$ cat src/rtl/langtons_ant_step_top_defines.svh
// Assertion macros for the Langton's ant step block.
`ifndef LANGTONS_ANT_STEP_TOP_DEFINES_SVH
`define LANGTONS_ANT_STEP_TOP_DEFINES_SVH

// Same-cycle implication, checked out of reset.
`define LANT_ASSERT_NOW(label, ante, cons, msg) \
    label: assert property (@(posedge i_clk) disable iff (!i_rst_n) \
        (ante) |-> (cons)) else $error(msg);

// Next-cycle implication, checked out of reset.
`define LANT_ASSERT_NEXT(label, ante, cons, msg) \
    label: assert property (@(posedge i_clk) disable iff (!i_rst_n) \
        (ante) |=> (cons)) else $error(msg);

`endif

$ cat src/rtl/lant_pkg.sv
// Types, codes and helpers shared by the Langton's ant step block.
package lant_pkg;

    localparam int POS_W   = 6;
    localparam int EXT_W   = 7;
    localparam int CFG_W   = 7;
    localparam int CFG_IDX_W = 1;

    localparam logic [EXT_W-1:0] EXT_LIMIT = 7'd64;
    localparam logic [CFG_W-1:0] CFG_RESET = 7'd64;

    localparam logic [CFG_IDX_W-1:0] CFG_ROWS = 1'b0;
    localparam logic [CFG_IDX_W-1:0] CFG_COLS = 1'b1;

    localparam logic [1:0] MODE_STEP  = 2'd0;
    localparam logic [1:0] MODE_WRITE = 2'd1;
    localparam logic [1:0] MODE_READ  = 2'd2;
    localparam logic [1:0] MODE_PLACE = 2'd3;

    localparam logic [1:0] HEAD_N = 2'd0;
    localparam logic [1:0] HEAD_E = 2'd1;
    localparam logic [1:0] HEAD_S = 2'd2;
    localparam logic [1:0] HEAD_W = 2'd3;

    typedef logic [1:0] t_mode;
    typedef logic [1:0] t_heading;

    // controller -> datapath
    typedef struct packed {
        logic clr;     // clearing sweep writes one cell
        logic accept;  // latch item, issue grid read
        logic exec;    // finish item, write grid, load result
    } t_cmd;

    // datapath -> controller
    typedef struct packed {
        logic clr_last;
        logic out_stall;
    } t_status;

    // zero counts as one, anything above the limit as the limit
    function automatic logic [EXT_W-1:0] clamp_extent(input logic [EXT_W-1:0] v,
                                                      input logic [EXT_W-1:0] lim);
        logic [EXT_W-1:0] r;
        if (v == '0) begin
            r = 7'd1;
        end else if (v > lim) begin
            r = lim;
        end else begin
            r = v;
        end
        return r;
    endfunction

endpackage

$ cat src/rtl/lant_ctrl.sv
// Controller: clearing sweep after reset, then accept / execute per word.
module lant_ctrl (
    input  logic              i_clk,
    input  logic              i_rst_n,
    input  logic              i_in_valid,
    output logic              o_in_ready,
    input  lant_pkg::t_status i_status,
    output lant_pkg::t_cmd    o_cmd
);
    import lant_pkg::*;

    localparam logic [1:0] ST_CLEAR = 2'd0;
    localparam logic [1:0] ST_IDLE  = 2'd1;
    localparam logic [1:0] ST_EXEC  = 2'd2;

    logic [1:0] r_state;
    logic [1:0] n_state;

    always_ff @(posedge i_clk) begin
        if (!i_rst_n) begin
            r_state <= ST_CLEAR;
        end else begin
            r_state <= n_state;
        end
    end

    always_comb begin
        n_state      = r_state;
        o_cmd        = '0;
        o_in_ready   = 1'b0;
        case (r_state)
            ST_CLEAR: begin
                o_cmd.clr = 1'b1;
                if (i_status.clr_last) begin
                    n_state = ST_IDLE;
                end
            end
            ST_IDLE: begin
                o_in_ready = 1'b1;
                if (i_in_valid) begin
                    o_cmd.accept = 1'b1;
                    n_state      = ST_EXEC;
                end
            end
            ST_EXEC: begin
                // hold until the result register can take the new word
                if (!i_status.out_stall) begin
                    o_cmd.exec = 1'b1;
                    n_state    = ST_IDLE;
                end
            end
            default: begin
                n_state = ST_CLEAR;
            end
        endcase
    end
endmodule

$ cat config.mk
export PLATFORM = sky130hd
export DESIGN_NAME = lant_ctrl
export DESIGN_NICKNAME = d
export VERILOG_FILES = /design/src/rtl/langtons_ant_step_top_defines.svh /design/src/rtl/lant_pkg.sv /design/src/rtl/lant_ctrl.sv
export SDC_FILE = /design/constraint.sdc
export NUM_CORES = 1
export LEC_CHECK = 0
export ABC_AREA = 1
export BUFFER_PORTS_ARGS = -buffer_cell sky130_fd_sc_hd__buf_2
export CELL_PAD_IN_SITES_DETAIL_PLACEMENT = 0
export CELL_PAD_IN_SITES_GLOBAL_PLACEMENT = 1
export CORE_AREA = 2 2 39 41
export CTS_CLUSTER_SIZE = 28
export DETAILED_ROUTE_END_ITERATION = 10
export DIE_AREA = 0 0 41 43
export MAX_ROUTING_LAYER = met4
export PLACE_DENSITY = 0.39
export SYNTH_ARGS = -nofsm -noshare
export SYNTH_HDL_FRONTEND = slang
export SYNTH_SLANG_ARGS = --single-unit
$ cat constraint.sdc
create_clock -name i_clk -period 1.27 [get_ports i_clk]
set_input_delay 0.1905 -clock i_clk [delete_from_list [all_inputs] [get_ports i_clk]]
set_output_delay 0.1905 -clock i_clk [all_outputs]
set_load 0.1 [all_outputs]
==> summary.txt <==
clock sink count -> 2
top-count cell post-synth -> inv_1
Layout Skew -> 0.00243 ns
initial DRC count -> 6
post-synthesis simple-gate area fraction -> 34.1%
Seq cells post-synth -> 2
area of the mapped netlist -> 110 µm²
total track usage -> 5.13%
Post-synth EDFFs -> 0
CTS Hold Bufs -> 0
endpoints failing setup -> 0
Worst Path Buf+Inv -> 2
hold violation total from the final report -> 0
WL met1 -> 86 µm
VDD IR max -> 0.223 mV
Fmax -> 834 MHz
worst hold slack -> 0.185 ns
critical path capture point -> o_cmd[1]
WL final -> 284 µm
first-pass GRT wire length -> 510 µm
layout cell share with drive strength beyond 1 -> 56.7%
reg2reg end -> r_state[0]$_SDFFE_PN0P_
IO buf count -> 8
largest net degree at the start of global routing -> 7
largest area contributor in the netlist -> dfxtp_1
area grow syn2layout -> 149%
Reg2Reg Depth -> 4
critical path depth -> 3
top cells by area, synth -> dfxtp_1 (36%), inv_1 (20%), nand2_1 (14%), nand3_1 (9.1%), nor2_1 (6.8%)
FILL cells -> 157
Synth Area in Adders -> 0%
crit end category -> output port
Clock transition at path regs -> 0.03 ns
status -> finished, final reports clean
Worst EP arrival -> 1.01 ns
minimum clock period -> 1.20 ns
Yosys warnings -> 0
main combinational cell family by area after synthesis -> simple AND/OR/NAND/NOR gates
H-tree Lvls -> 1
FF-to-FF Start -> r_state[0]$_SDFFE_PN0P_
clk_lat worst skew -> 0.22 ns
Worst slew margin -> 88.4%
CTS tree -> done
max FFs per register -> 2
post-synthesis net count -> 24
Root Driver -> clkbuf_4
TritonCTS Buffers -> 3
Top Family by Delay on Critical Path -> flip-flops
Biggest register -> r_state
post-synthesis xor/xnor area fraction -> 0%
worst path cell trace -> nand3_1 -> inv_2 -> buf_12
core region area -> 1380 µm²
crit share post-route -> 94.4%
Power Dens Cells -> 1360 nW/µm²
Mean Syn Cell Area -> 5.80 µm²
GRT overflow -> 0
Synth Instances -> 19
Leak -> 0.000138 µW
Rows -> 14
DR pass1 iterations -> 3
slowest library cell on the worst path -> dfxtp_2
Die Y -> 43 µm
DR vias -> 147
mux share of post-synthesis cell area -> 0%
max capacitance violation total -> 0
Antenna Nets Post-Route -> 0
WS Path Type -> flop to output port
uppermost layer routed -> met3
mean number of vias per cell -> 3.20
CTS max path bufs -> 2
top-area cell type share of the netlist area -> 36.4%
I/O pins -> 9
worst-path fanout max -> 6
drt drc -> 0
post-synthesis compound-gate area fraction -> 9.09%
Power Total -> 373 µW
detailed-route wire length per cell -> 6.17 µm
FF+latch area -> 42.5 µm²
Startpoint Class -> flop
fraction of registers with async set/reset -> 0%
area occupied by multi-input gates -> 66.3 µm²
HPWL after detailed placement -> 255 µm
starting density of the core -> 7.96%
Worst-Margin Slew -> 0.173 ns
post-synthesis sequential area ratio -> 36.4%
Critical Path Source -> r_state[0]$_SDFFE_PN0P_
Slew Viols, Final -> 0
diodes inserted -> 0
Die X -> 41 µm
Final nets -> 37
synth unique cells -> 8
metal2 WL -> 169 µm
Tightest Hold Check Type -> primary input to flop
biggest regs -> r_state: 2 flops
vias in the first global route -> 157
gpl congestion -> 0.567
fin util -> 19.8%
met3 wire len -> 28 µm
initial antenna violation count -> 0
total die area -> 1760 µm²
Post-synth top flop -> dfxtp_1
CP Data Required Time -> 1.08 ns
R2R Setup Slk -> 0.51 ns
RSZ-0062 raised after global routing -> yes
Post-synth top cells -> inv_1 (6), nand2_1 (4), dfxtp_1 (2), nand3_1 (2), nor2_1 (2)
CP max stage delay -> 0.40 ns
worst register-to-register path: stages (launching register included):
cell and delay [ns]:
dfxtp_2 0.35, nor2_4 0.14, nand2_1 0.06, nand2_1 0.06, nor2_1 0.04
through the flow:
stage	TNS (ns)	std cells	area [µm²]	setup slack, ns
global placement	0	43	249	0.170
global route	-0.00136	46	274	-0.00136
detailed placement	0	43	249	0.176
floorplan	-0.306	19	129	-0.153
finish	0	46	274	0.0710
CTS	0	46	274	0.0423
logic make-up (layout without fill, tap and decap cells):
family | count (synthesis) | after routing
DFF | 2 | 2
buffers and inverters | 6 | 17
and+or+nand+nor | 9 | 9
AOI/OAI and AO/OA | 2 | 2
repair_timing:
item,4_1_cts,5_1_grt
pin swaps,0,0
buffers inserted,0,0
setup endpoints to repair,2,2
resized for setup,3,1
final cells by class:
type / instances / area share, %
clock buffer: 3 / 8.22
inverter: 6 / 8.22
tap: 16 / 7.31
timing repair buffer: 8 / 36.5
multi-input combinational: 11 / 24.2
sequential: 2 / 15.5
worst min path at each step:
stage                        from                       to  slack (ns)  depth (start not counted)
final                     i_rst_n  r_state[1]$_SDFFE_PN0P_        0.18                          3
after global routing      i_rst_n  r_state[1]$_SDFFE_PN0P_        0.18                          3
after CTS                 i_rst_n  r_state[1]$_SDFFE_PN0P_        0.18                          3
after detailed placement  i_rst_n  r_state[1]$_SDFFE_PN0P_        0.42                          3
after global placement    i_rst_n  r_state[1]$_SDFFE_PN0P_        0.42                          3
after floorplan           i_rst_n  r_state[1]$_SDFFE_PN0P_        0.30                          2
routing by layer:
metal  track usage [%]  up-vias
met2              7.19        8
li1                  -       78
met1              2.87       61
met4              8.00        0
met3              3.14        0
met5                 -        -
placed cells by master, fill, tap and decap left out, drive strengths merged:
| master | synthesis | layout |
|---|---|---|
| inv | 6 | 6 |
| nand2 | 4 | 4 |
| nand3 | 2 | 2 |
| buf | 0 | 8 |
| a21oi | 1 | 1 |
| nor3 | 1 | 1 |
| nor2 | 2 | 2 |
| clkbuf | 0 | 3 |
| o21ai | 1 | 1 |
| dfxtp | 2 | 2 |
power by group:
part | switching, µW | internal, µW
combinational | 102 | 54.5
clock | 33.3 | 104
sequential | 9.88 | 69.5
total | 145 | 228
Power figures use the tool's default switching activity.
